--- config.mk ---
export PLATFORM = sky130hd
export DESIGN_NAME = wri_fifo
export DESIGN_NICKNAME = d
export VERILOG_FILES = /design/src/rtl/core/wri_pkg.sv /design/src/rtl/core/wri_fifo.sv
export SDC_FILE = /design/constraint.sdc
export NUM_CORES = 1
export LEC_CHECK = 0
export CAP_MARGIN = 5
export CORE_AREA = 5 5 180 182
export CTS_CLUSTER_DIAMETER = 80
export DETAILED_ROUTE_END_ITERATION = 16
export DIE_AREA = 0 0 185 187
export DONT_BUFFER_PORTS = 1
export PLACE_DENSITY_LB_ADDON = 0.25
export SETUP_SLACK_MARGIN = 0.05
export SYNTH_ARGS = -nofsm -noshare
export SYNTH_HDL_FRONTEND = slang
export SYNTH_SLANG_ARGS = --single-unit
--- constraint.sdc ---
create_clock -name clk -period 9 [get_ports clk]
set_input_delay 1.8 -clock clk [delete_from_list [all_inputs] [get_ports clk]]
set_output_delay 1.8 -clock clk [all_outputs]
set_load 0.02 [all_outputs]
--- src/rtl/core/wri_pkg.sv ---
`timescale 1ns / 1ps
// ----------------------------------------------------------------------------
// wri_pkg: shared types and constants for the weighted regression intercept
// Sum widths, the sum snapshot passed from the accumulator to the solver,
// the result record and the solver state encoding.
// ----------------------------------------------------------------------------
package wri_pkg;

  // Running sum widths.
  localparam int SW_W   = 28;
  localparam int SWX_W  = 44;
  localparam int SWY_W  = 44;
  localparam int SWXX_W = 58;
  localparam int SWXY_W = 60;

  // Solver datapath widths.
  localparam int MUL_A_W = 60;   // widest multiplicand (Swxy magnitude)
  localparam int MUL_B_W = 64;   // multiplier, taken one 16-bit digit a step
  localparam int DIG_W   = 16;
  localparam int PROD_W  = MUL_A_W + DIG_W;
  localparam int ACC_W   = 104;  // product accumulator
  localparam int NUM_W   = 104;  // signed numerator
  localparam int DEN_W   = 88;   // signed denominator
  localparam int NMAG_W  = 103;  // numerator magnitude
  localparam int DMAG_W  = 87;   // denominator magnitude
  localparam int QUO_W   = 33;   // quotient bits produced by the divider
  localparam int STEP_W  = 6;

  // Queue between the accumulator and the solver.
  localparam int QDEPTH = 2;
  localparam int QPTR_W = 1;
  localparam int QCNT_W = 2;

  // Saturation values of the Q16.16 result.
  localparam logic [31:0] SAT_POS = 32'h7FFF_FFFF;
  localparam logic [31:0] SAT_NEG = 32'h8000_0000;

  // Quotient limits for each result sign.
  localparam logic [QUO_W-1:0] QLIM_POS = 33'h0_7FFF_FFFF;
  localparam logic [QUO_W-1:0] QLIM_NEG = 33'h0_8000_0000;

  // Product codes of the shared multiplier.
  localparam logic [1:0] PR_XX_Y  = 2'd0;
  localparam logic [1:0] PR_XY_X  = 2'd1;
  localparam logic [1:0] PR_XX_W  = 2'd2;
  localparam logic [1:0] PR_X_X   = 2'd3;

  typedef struct packed {
    logic [SW_W-1:0]   sw;
    logic [SWX_W-1:0]  swx;
    logic [SWY_W-1:0]  swy;
    logic [SWXX_W-1:0] swxx;
    logic [SWXY_W-1:0] swxy;
  } sums_t;

  typedef struct packed {
    logic [31:0] intercept;
    logic        singular;
    logic        saturated;
  } result_t;

  typedef enum logic [2:0] {
    ST_IDLE,
    ST_MUL,
    ST_FOLD,
    ST_ABS,
    ST_PRE,
    ST_DIV,
    ST_DONE
  } state_t;

endpackage

--- src/rtl/core/wri_fifo.sv ---
`timescale 1ns / 1ps
// ----------------------------------------------------------------------------
// wri_fifo: sum snapshot queue
// A two-entry queue of finished sum sets between the accumulator and the
// solver, so that either side can stall without holding up the other.
// ----------------------------------------------------------------------------
module wri_fifo (
  input  logic           clk,
  input  logic           rst_n,
  input  logic           wr_valid,
  output logic           wr_ready,
  input  wri_pkg::sums_t wr_data,
  output logic           rd_valid,
  input  logic           rd_ready,
  output wri_pkg::sums_t rd_data
);
  import wri_pkg::*;

  sums_t             mem_r [QDEPTH];
  logic [QPTR_W-1:0] wr_ptr_r, rd_ptr_r;
  logic [QCNT_W-1:0] cnt_r;
  logic              do_wr, do_rd;

  assign wr_ready = (cnt_r != QCNT_W'(QDEPTH));
  assign rd_valid = (cnt_r != '0);
  assign rd_data  = mem_r[rd_ptr_r];
  assign do_wr    = wr_valid && wr_ready;
  assign do_rd    = rd_valid && rd_ready;

  // Pointers and fill level.
  always_ff @(posedge clk) begin
    if (!rst_n) begin
      wr_ptr_r <= '0;
      rd_ptr_r <= '0;
      cnt_r    <= '0;
    end else begin
      if (do_wr) begin
        wr_ptr_r <= (wr_ptr_r == QPTR_W'(QDEPTH - 1)) ? '0 : wr_ptr_r + QPTR_W'(1);
      end
      if (do_rd) begin
        rd_ptr_r <= (rd_ptr_r == QPTR_W'(QDEPTH - 1)) ? '0 : rd_ptr_r + QPTR_W'(1);
      end
      if (do_wr && !do_rd) begin
        cnt_r <= cnt_r + QCNT_W'(1);
      end else if (do_rd && !do_wr) begin
        cnt_r <= cnt_r - QCNT_W'(1);
      end
    end
  end

  // Entry storage.
  always_ff @(posedge clk) begin
    if (do_wr) begin
      mem_r[wr_ptr_r] <= wr_data;
    end
  end

endmodule

* Word level (Yosys, flattened, before mapping)
Memories as Yosys holds them, arrays and structs flattened. A register that Yosys moved wholly into a read port is not among the register bits.
Index checks and enable logic that the tools add are counted.
** Storage, ports and cells
- Register bits :: 4
- Bits in latches :: 0
- Memory bits (writable) :: 468
- Memory bits (read-only) :: 0
- Logic and storage cells :: 25
- Memories :: 1
** Memory list
- mem_r :: depth 2, width 234, read ports 1, clocked after memory_dff 1, write ports 1, line wri_fifo.sv:19 : sums_t mem_r [QDEPTH];
** Operators by class
- Add/subtract/negate cells :: 4
- Multipliers :: 0
- Divide/modulo/power cells :: 0
- $lt $le $gt $ge :: 0
- Equal/unequal tests :: 1
- Shifts and indexed selects :: 0
- Multiplexer cells :: 8
- Bitwise gates (word level) :: 0
- Reductions and logical operators :: 8
** Operators by type and width (count)
- 2-to-1 mux 1 bit :: 6
- logical AND 1 bit :: 4
- 2-to-1 mux 2 bit :: 2
- nonzero test 2 bit :: 2
- adder 1 bit (second input constant) :: 2
- adder 2 x 1 -> 2 bit (second input constant) :: 1
- zero test 1 bit :: 2
- != test 2 bit (second input constant) :: 1
- subtractor 2 x 1 -> 2 bit (second input constant) :: 1

* Longest topological paths before layout
Gate-level depths: netlist (run 1).
- Word-level depth :: 6
- Depth in mapped cells :: 6
- Gate-level depth less buffers :: 6

* Worst setup path before layout (run 1)
OpenSTA, ideal clock, no wires.
- Kind :: input port to flip-flop
- From :: input port wr_valid
- To :: memory mem_r[1][0] (netlist name) (enable)
- Setup time :: 0.625 ns
- Data arrival time :: 7.185 ns
- Data required time :: 8.375 ns
- Setup slack :: 1.189 ns
- Cell stages on the path :: 1
- Path through :: and3_1
** Between the ends
- Cells in the longest elaborated chain, start to end :: 3
** Ends and longest elaborated chain
- start: declaration :: line wri_fifo.sv:10 : input logic wr_valid,
- logical AND 1 bit :: line wri_fifo.sv:27 : assign do_wr = wr_valid && wr_ready;
- 2-to-1 mux 1 bit :: line wri_fifo.sv:53 : if (do_wr) begin
- 2-to-1 mux 1 bit (implied by the code) :: line wri_fifo.sv:54 : mem_r[wr_ptr_r] <= wr_data;
- end: declaration :: line wri_fifo.sv:19
Every way passes these cells.

==> impl_metrics.yaml, run 1 <==
run_status:
  status: "finished, final reports clean"
timing:
  setup_violations: 0
  period_needed_ns: 4.58
  tns_ns: 0
  tightest_slew_ns: 1.18
  maxSlewViolCount: 0
  layout_setup_ws_ns: 4.42
  slew_headroom_pct: 21.2
  clock_skew_ns: 0.00842
  hold_viol: 0
  rsz0062_at_grt: "false"
  fmax_ghz: 0.218
  min_period_over_period_pct: 50.9
  hold_slack_ns: 0.584
setup_path:
  path_cells: "buf_4 -> mux2_4"
  cpPeakStageDelay_ns: 0.92
  cp.buffers_inverters: 1
  crit_type: "reg2out"
  required_ns: 7.20
  r2r-end: "mem_r[0][20]"
  critPathLaunchType: "flop"
  cp_slowest_cell: "buf_4"
  worstSetupEndpointType: "output pin"
  reg2reg_setup_slack_ns: 5.85
  crit_family: "buffers and inverters"
  cp.arrival_ns: 2.78
  ff2ff_path_depth: 4
  reg2reg_from: "cnt_r[0]"
  cp_max_fo: 60
logic_synthesis:
  synth_warnings: 0
  syn-cell-area_sq_mm: 0.0178
  yosysUniqueCellTypes: 21
  synth_commonest_cells: "edfxtp_1, mux2_4, mux2_2"
  synth_flop_cell: "edfxtp_1"
  synth_top_area_share_pct: 79.0
  seq_area_frac_synth_pct: 79.6
  netlist_instances: 752
  avgSynthCellArea_sq_um: 23.6
  yosysTopAreaCell: "edfxtp_1"
  synthArstFlopShare_pct: 0
  synth_fp_nets: 991
  synth-edff-count: 468
  yosysMostFrequentCell: "edfxtp_1"
  ys_ff_latch: 473
  synthTopCellsByArea: "edfxtp_1, mux2_4, mux2_2"
flow_run:
  cap_violations: 0
min_path:
  min_path_cells: 2
  holdCritStartpoint: "rd_ptr_r"
  hp-class: "reg2reg"
detailed_routing:
  viasPerCell: 5.82
  first_pass_iters: 4
  routedWlPerCell_um: 29.3
  vias: 7030
  drtIter0Drc: 411
  drc_errors: 0
  routed_wl_mm: 35.4
  final_antenna_net_count: 0
global_routing:
  grt_max_degree: 165
  grt_use_total_pct: 19.5
  use_met3_pct: 11.7
  grt_pass1_wl_mm: 49.7
  antenna_found_initial: 0
  grt.busiest_layer: "met2"
  grt_pass1_vias: 7513
  grt_overflow_total: 0
  use_met2_pct: 35.0
  met1_usage_pct: 18.3
floorplanning:
  die_area_sq_mm: 0.0346
  row_count: 64
  io_pins: 474
  die_h_um: 187
  start_util_pct: 58.4
  core_area_sq_mm: 0.0304
  die_w_um: 185
power_and_ir_drop:
  leakagePower_nw: 6.66
  power_switching_share_pct: 28.5
  switching_power_mw: 1.78
  power.internal_mw: 4.47
  pwr-share-seq_pct: 46.0
  power_mw: 6.25
  p_clk_share_pct: 30.4
  p_comb_share_pct: 23.6
  powerDensity_mw_per_mm2: 319
  ir_worst_vdd_mv: 0.453
place:
  place_ws_ns: 4.77
  gp_congestion: 0.884
  placed_cells: 1128
  numPortBuffers: 0
  dp_hpwl_mm: 25.2
  dpl_cell_area_sq_mm: 0.0181
finish:
  nNetsFinal: 1019
  area_delta_synth_final_pct: 10.3
  post-route-util_pct: 64.5
  diodes: 0
  nFillCells: 1968
  final_layout_size_suffix_gt1_share_pct: 38.1
  fin_area_sq_mm: 0.0196
  finalNonFillerCells: 1208
clock_network:
  ctsResizeCount: 0
  cts_root_buffer: "clkbuf_16"
  worstSkewPairLatency_ns: 0.53
  numCtsBuffers: 46
  path_clk_slew_ns: 0.06
  clk_path_buf_depth: 3
  post_cts_buffers: 0
  htreeDepth: 2
  cts_sinks: 473
  cts_tree: "built"
  cts_hold_buf: 0
[sequential cells by signal, summed over array words and instances, names as in the netlist, named ones only]
| name | flops |
|---|---|
| mem_r | 468 |
| wr_ptr_r | 1 |
| cnt_r | 2 |
| rd_ptr_r | 1 |
[power groups by stage]
stage / Clock (mW) / Combinational [mW] / Sequential (mW)
floorplan: 0 / 1.36 / 2.91
global route: 2.05 / 1.54 / 2.90
CTS: 1.94 / 1.50 / 2.88
detailed placement: 0 / 1.49 / 2.92
finish: 1.90 / 1.47 / 2.87
global placement: 0 / 1.47 / 2.91
[final cells by class]
cell class	count	area, sq um	area share (%)
flip-flops and latches	473	14200	72.2
multi-input cells	252	3380	17.2
clock buffers	57	1260	6.40
well taps	396	495	2.53
clock inverters	23	263	1.34
repair buffers	6	57.6	0.293
inverters	1	11.3	0.0574
[layer usage]
layer / vias to the layer above / part of all wire [%]
li1: 3052 / -
met1: 3504 / 29
met2: 409 / 53
met3: 65 / 15
met4: 0 / 3.0
met5: - / 0
[placed cells by master, fill, tap and decap left out, drive strengths merged]
cell      instances
edfxtp          468
ha                1
a21boi            2
or2               1
buf               6
mux2            234
clkinv           15
nand2b            1
o21ai             2
and3              1
a21bo             1
xor2              1
clkbuf           57
or3               1
bufinv            6
dfxtp             5
and2              4
clkinvlp          2
xnor2             2
nand3b            1
inv               1
[worst max-delay path by stage]
stage	start	end	cells past startpoint
floorplan	wr_valid	mem_r[1][0]	1
CTS	flop	rd_data[76]	2
global placement	wr_valid	mem_r[0][22]	3
detailed placement	wr_valid	mem_r[0][0]	3
global route	flop	rd_data[114]	2
finish	flop	rd_data[114]	2
[worst register-to-register path, delay by kind of cell (launching register included)]
kind	cells	cell delay [ns]
and+or+nand+nor	2	0.45
DFF	1	0.42
buffers and inverters	2	1.87
[cells by family (layout without fill, tap and decap cells)]
kind of cell / after synthesis / in the layout / share of synthesized area [%]
flip-flops: 473 / 473 / 79.6
AO/OA/AOI/OAI: 5 / 5 / 0.197
adder cells (fa/ha/maj): 1 / 1 / 0.0704
XOR/XNOR: 3 / 3 / 0.148
buffers and inverters: 27 / 87 / 1.42
AND/OR/NAND/NOR: 9 / 9 / 0.366
multiplexers: 234 / 234 / 18.2
No activity file was read; power rests on OpenSTA's default activity.
==> inputs of run 2 (changes only) <==
Clock period 9 ns to 4.3 ns, I/O delays scaled along.
==> impl_metrics.yaml, run 2 (synthesized netlist as in run 1, its figures left out) <==
floorplanning:
  row_count: 64
  die_w_um: 185
  core_area_sq_mm: 0.0304
  die_area_sq_mm: 0.0346
  start_util_pct: 58.4
  die_h_um: 187
  io_pins: 474
timing:
  period_needed_ns: 3.15
  rsz0062_at_grt: "false"
  hold_viol: 0
  fmax_ghz: 0.317
  clock_skew_ns: 0.00976
  setup_violations: 0
  min_period_over_period_pct: 73.3
  tns_ns: 0
  slew_headroom_pct: 35.2
  tightest_slew_ns: 0.972
  maxSlewViolCount: 0
clock_network:
  ctsResizeCount: 0
  post_cts_buffers: 0
  cts_root_buffer: "clkbuf_16"
  worstSkewPairLatency_ns: 0.53
  clk_path_buf_depth: 3
  numCtsBuffers: 46
  cts_hold_buf: 0
  htreeDepth: 2
  cts_tree: "built"
  path_clk_slew_ns: 0.06
  cts_sinks: 473
finish:
  final_common_cell: "edfxtp_1"
  post-route-util_pct: 64.6
  nNetsFinal: 1027
  diodes: 0
  area_delta_synth_final_pct: 10.5
  final_cell_mix: "edfxtp_1, mux2_4, mux2_2, clkbuf_16, clkbuf_1"
  fin_area_sq_mm: 0.0197
  top_regs: "mem_r: 468 flops, cnt_r: 2 flops"
  largest_register: "mem_r"
  final_layout_size_suffix_gt1_share_pct: 38.7
  largest_reg_flops: 468
setup_path:
  critPathLaunchType: "flop"
  reg2reg_setup_slack_ns: 2.11
  required_ns: 3.44
  cpPeakStageDelay_ns: 0.82
  cp.arrival_ns: 2.29
  cp_max_fo: 39
  path_cells: "buf_4 -> mux2_4"
  r2r-end: "mem_r[1][62]"
  worstSetupEndpointType: "output pin"
  ff2ff_path_depth: 3
  crit_type: "reg2out"
  cp_slowest_cell: "dfxtp_4"
  reg2reg_from: "cnt_r[0]"
flow_run:
  cap_violations: 0
detailed_routing:
  first_pass_iters: 4
  drc_errors: 0
  final_antenna_net_count: 0
  vias: 7111
  drtIter0Drc: 450
  routed_wl_mm: 36.3
  viasPerCell: 5.87
  routedWlPerCell_um: 29.9
run_status:
  status: "finished, final reports clean"
place:
  numPortBuffers: 0
  dp_hpwl_mm: 26.7
  gp_congestion: 0.854
  dpl_cell_area_sq_mm: 0.0183
global_routing:
  grt_use_total_pct: 20.2
  grt_max_degree: 108
  antenna_found_initial: 0
  grt.busiest_layer: "met2"
  use_met2_pct: 36.9
  grt_overflow_total: 0
  grt_pass1_wl_mm: 51.2
  grt_pass1_vias: 7710
  use_met3_pct: 10.5
  met1_usage_pct: 19.1
min_path:
  min_path_cells: 0
  min_to: "mem_r[1][123]"
  hp-class: "in2reg"
  holdCritStartpoint: "wr_data[123]"
power_and_ir_drop:
  leakagePower_nw: 6.67
  ir_worst_vdd_mv: 0.529
  powerDensity_mw_per_mm2: 654
==> run 2: cell type report <==
class,count,area [sq um]
repair buffers,14,230
well taps,396,495
clock inverters,17,168
multi-input cells,252,3380
inverters,1,7.51
clock buffers,58,1220
fillers,1991,10800
flip-flops and latches,473,14200
==> run 2: worst max-delay path, delay by kind of cell (launching register included) <==
kind | cells | cell delay [ns]
flops | 1 | 0.82
buf+inv | 1 | 0.54
mux | 1 | 0.39
==> run 2: worst max path at each step <==
stage,slack (ns),from,to,depth (start not counted)
final,1.15,flop,rd_data[129],2
after global routing,1.04,flop,rd_data[129],2
after CTS,1.09,flop,rd_data[129],2
after detailed placement,1.67,flop,rd_data[129],2
after global placement,1.71,flop,rd_data[189],2
after floorplan,-0.57,wr_valid,mem_r[0][0],2
==> run 2: per-stage QoR <==
step / worst slack, ns / cells / hold WS (ns) / power [mW]
final: 1.15 / 1211 / 0.426 / 12.9
after global routing: 1.04 / 1211 / 0.397 / 13.3
after CTS: 1.09 / 1211 / 0.396 / 13.0
after detailed placement: 1.67 / 1136 / 0.555 / 9.32
after global placement: 1.71 / 1136 / 0.528 / 9.24
after floorplan: -0.574 / 752 / 0.512 / 8.88
==> run 2: power by group <==
part / internal [mW] / switching (mW) / total [mW] / leakage, nW
combinational: 1.20 / 1.97 / 3.17 / 1.57
clock: 2.17 / 1.52 / 3.69 / 0.684
sequential: 5.77 / 0.235 / 6.00 / 4.41
==> run 2: routing by layer <==
metal	up-vias	routed length [um]
li1	3062	-
met1	3596	10800
met5	-	0
met4	0	1180
met2	378	19600
met3	75	4640
==> inputs of run 3 (changes only) <==
Settings changed: ABC_AREA from default to 1.
Clock period 4.3 ns to 3 ns, I/O delays scaled along.
==> impl_metrics.yaml, run 3 <==
place:
  dp_hpwl_mm: 25.9
  gp_congestion: 0.841
  placed_cells: 1149
  numPortBuffers: 0
  place_ws_ns: 0.865
power_and_ir_drop:
  leakagePower_nw: 6.77
  powerDensity_mw_per_mm2: 932
  ir_worst_vdd_mv: 0.538
clock_network:
  ctsResizeCount: 0
  worstSkewPairLatency_ns: 0.52
  cts_tree: "built"
  cts_hold_buf: 0
  path_clk_slew_ns: 0.06
  numCtsBuffers: 45
  clk_path_buf_depth: 3
  htreeDepth: 2
  cts_sinks: 473
  cts_root_buffer: "clkbuf_16"
  post_cts_buffers: 0
logic_synthesis:
  yosysUniqueCellTypes: 15
  yosysTopAreaCell: "edfxtp_1"
  avgSynthCellArea_sq_um: 23.2
  yosysMostFrequentCell: "edfxtp_1"
  synth_commonest_cells: "edfxtp_1, mux2_4, mux2_2"
  synth_flop_cell: "edfxtp_1"
  synthTopCellsByArea: "edfxtp_1, mux2_4, mux2_2"
  syn-cell-area_sq_mm: 0.0178
  synth_fp_nets: 1004
  synth-edff-count: 468
  netlist_instances: 765
  synth_warnings: 0
  ys_ff_latch: 473
  seq_area_frac_synth_pct: 79.6
  synth_top_area_share_pct: 79.0
  synthArstFlopShare_pct: 0
global_routing:
  grt_pass1_wl_mm: 50.0
  antenna_found_initial: 2
  grt_max_degree: 99
  grt_overflow_total: 0
  grt_use_total_pct: 19.5
  grt_pass1_vias: 7685
finish:
  largest_reg_flops: 468
  nNetsFinal: 1039
  final_layout_size_suffix_gt1_share_pct: 38.6
  area_delta_synth_final_pct: 11.3
  finalNonFillerCells: 1228
  final_common_cell: "edfxtp_1"
  top_regs: "mem_r: 468 flops, cnt_r: 2 flops"
  final_cell_mix: "edfxtp_1, mux2_4, mux2_2, clkbuf_16"
  largest_register: "mem_r"
  diodes: 0
floorplanning:
  start_util_pct: 58.4
  row_count: 64
  die_w_um: 185
  die_h_um: 187
  io_pins: 474
  core_area_sq_mm: 0.0304
  die_area_sq_mm: 0.0346
timing:
  tightest_slew_ns: 0.625
  setup_violations: 0
  clock_skew_ns: 0.00937
  period_needed_ns: 2.66
  fmax_ghz: 0.376
  hold_viol: 0
  min_period_over_period_pct: 88.7
  layout_setup_ws_ns: 0.338
  slew_headroom_pct: 58.2
  maxSlewViolCount: 0
  rsz0062_at_grt: "false"
detailed_routing:
  first_pass_iters: 5
  final_antenna_net_count: 0
  routed_wl_mm: 35.3
  vias: 7139
  viasPerCell: 5.81
  drc_errors: 0
  routedWlPerCell_um: 28.8
  drtIter0Drc: 361
setup_path:
  required_ns: 2.40
  cp.arrival_ns: 2.06
  reg2reg_from: "cnt_r[0]"
  critPathLaunchType: "flop"
  crit_type: "reg2out"
  cp_max_fo: 41
  ff2ff_path_depth: 5
  reg2reg_setup_slack_ns: 1.08
  endpoint: "rd_data[222]"
  r2r-end: "mem_r[1][53]"
  worstSetupEndpointType: "output pin"
run_status:
  status: "finished, final reports clean"
min_path:
  hp-class: "in2reg"
  min_path_cells: 0
flow_run:
  cap_violations: 0
[run 3: cell types whose count changed after synthesis, sizes merged, moves of 2 or more]
cell	change
nand2	+9
nor2	+8
inv	+7
and2	-4
a21boi	-2
xnor2	-2
[run 3: layout make-up]
type / count / area (sq um)
clock buffer: 48 / 1140
clock inverter: 31 / 334
sequential: 473 / 14200
fill: 1967 / 10600
inverter: 8 / 30.0
multi-input combinational: 258 / 3380
tap: 396 / 495
timing repair buffer: 14 / 255
[run 3: layer usage]
layer	vias up	share of wire, %	track usage [%]
met5	-	0.062	0
met1	3527	29	18.6
met2	418	52	34.5
met4	4	4.6	8.13
li1	3097	-	-
met3	93	14	10.7
[run 3: critical path, cell delays in order, from the launching register on]
cell     delay, ns
dfxtp_4       0.52
buf_12        0.30
buf_12        0.25
mux2_2        0.43
[run 3: kinds of logic (layout without fill, tap and decap cells)]
| group | after synthesis | count (layout) | synth area share [%] |
|---|---|---|---|
| compound gates | 4 | 4 | 0.127 |
| fa+ha+maj | 1 | 1 | 0.0704 |
| simple gates | 19 | 19 | 0.422 |
| buf+inv | 34 | 101 | 1.57 |
| flops | 473 | 473 | 79.6 |
| mux | 234 | 234 | 18.2 |
[run 3: worst min path at each step]
stage | start | endpoint | slack, ns
CTS | wr_data[131] | mem_r[1][131] | 0.14
detailed placement | rd_ptr_r | flop | 0.50
finish | wr_data[117] | mem_r[1][117] | 0.17
global route | wr_data[24] | mem_r[1][24] | 0.14
floorplan | rd_ptr_r | flop | 0.47
global placement | rd_ptr_r | rd_ptr_r | 0.48
[run 3: report_power, final]
part	leakage, nW	internal, mW	switching [mW]	total (mW)
clock network	0.729	3.34	2.20	5.55
registers	4.41	8.36	0.281	8.64
logic	1.64	1.54	2.71	4.25
total	6.77	13.2	5.20	18.4
[run 3: per-stage QoR]
step	cell area [sq um]	hold slack (ns)	setup TNS (ns)	util (%)	total power, mW
2_1_floorplan	17800	0.467	-715.27	-	12.4
5_1_grt	19800	0.141	0	65.0	19.1
3_3_place_gp	18300	0.482	0	60.2	13.0
4_1_cts	19800	0.141	0	65.0	18.7
3_5_place_dp	18300	0.502	0	60.2	13.1
6_report	19800	0.171	0	65.0	18.4
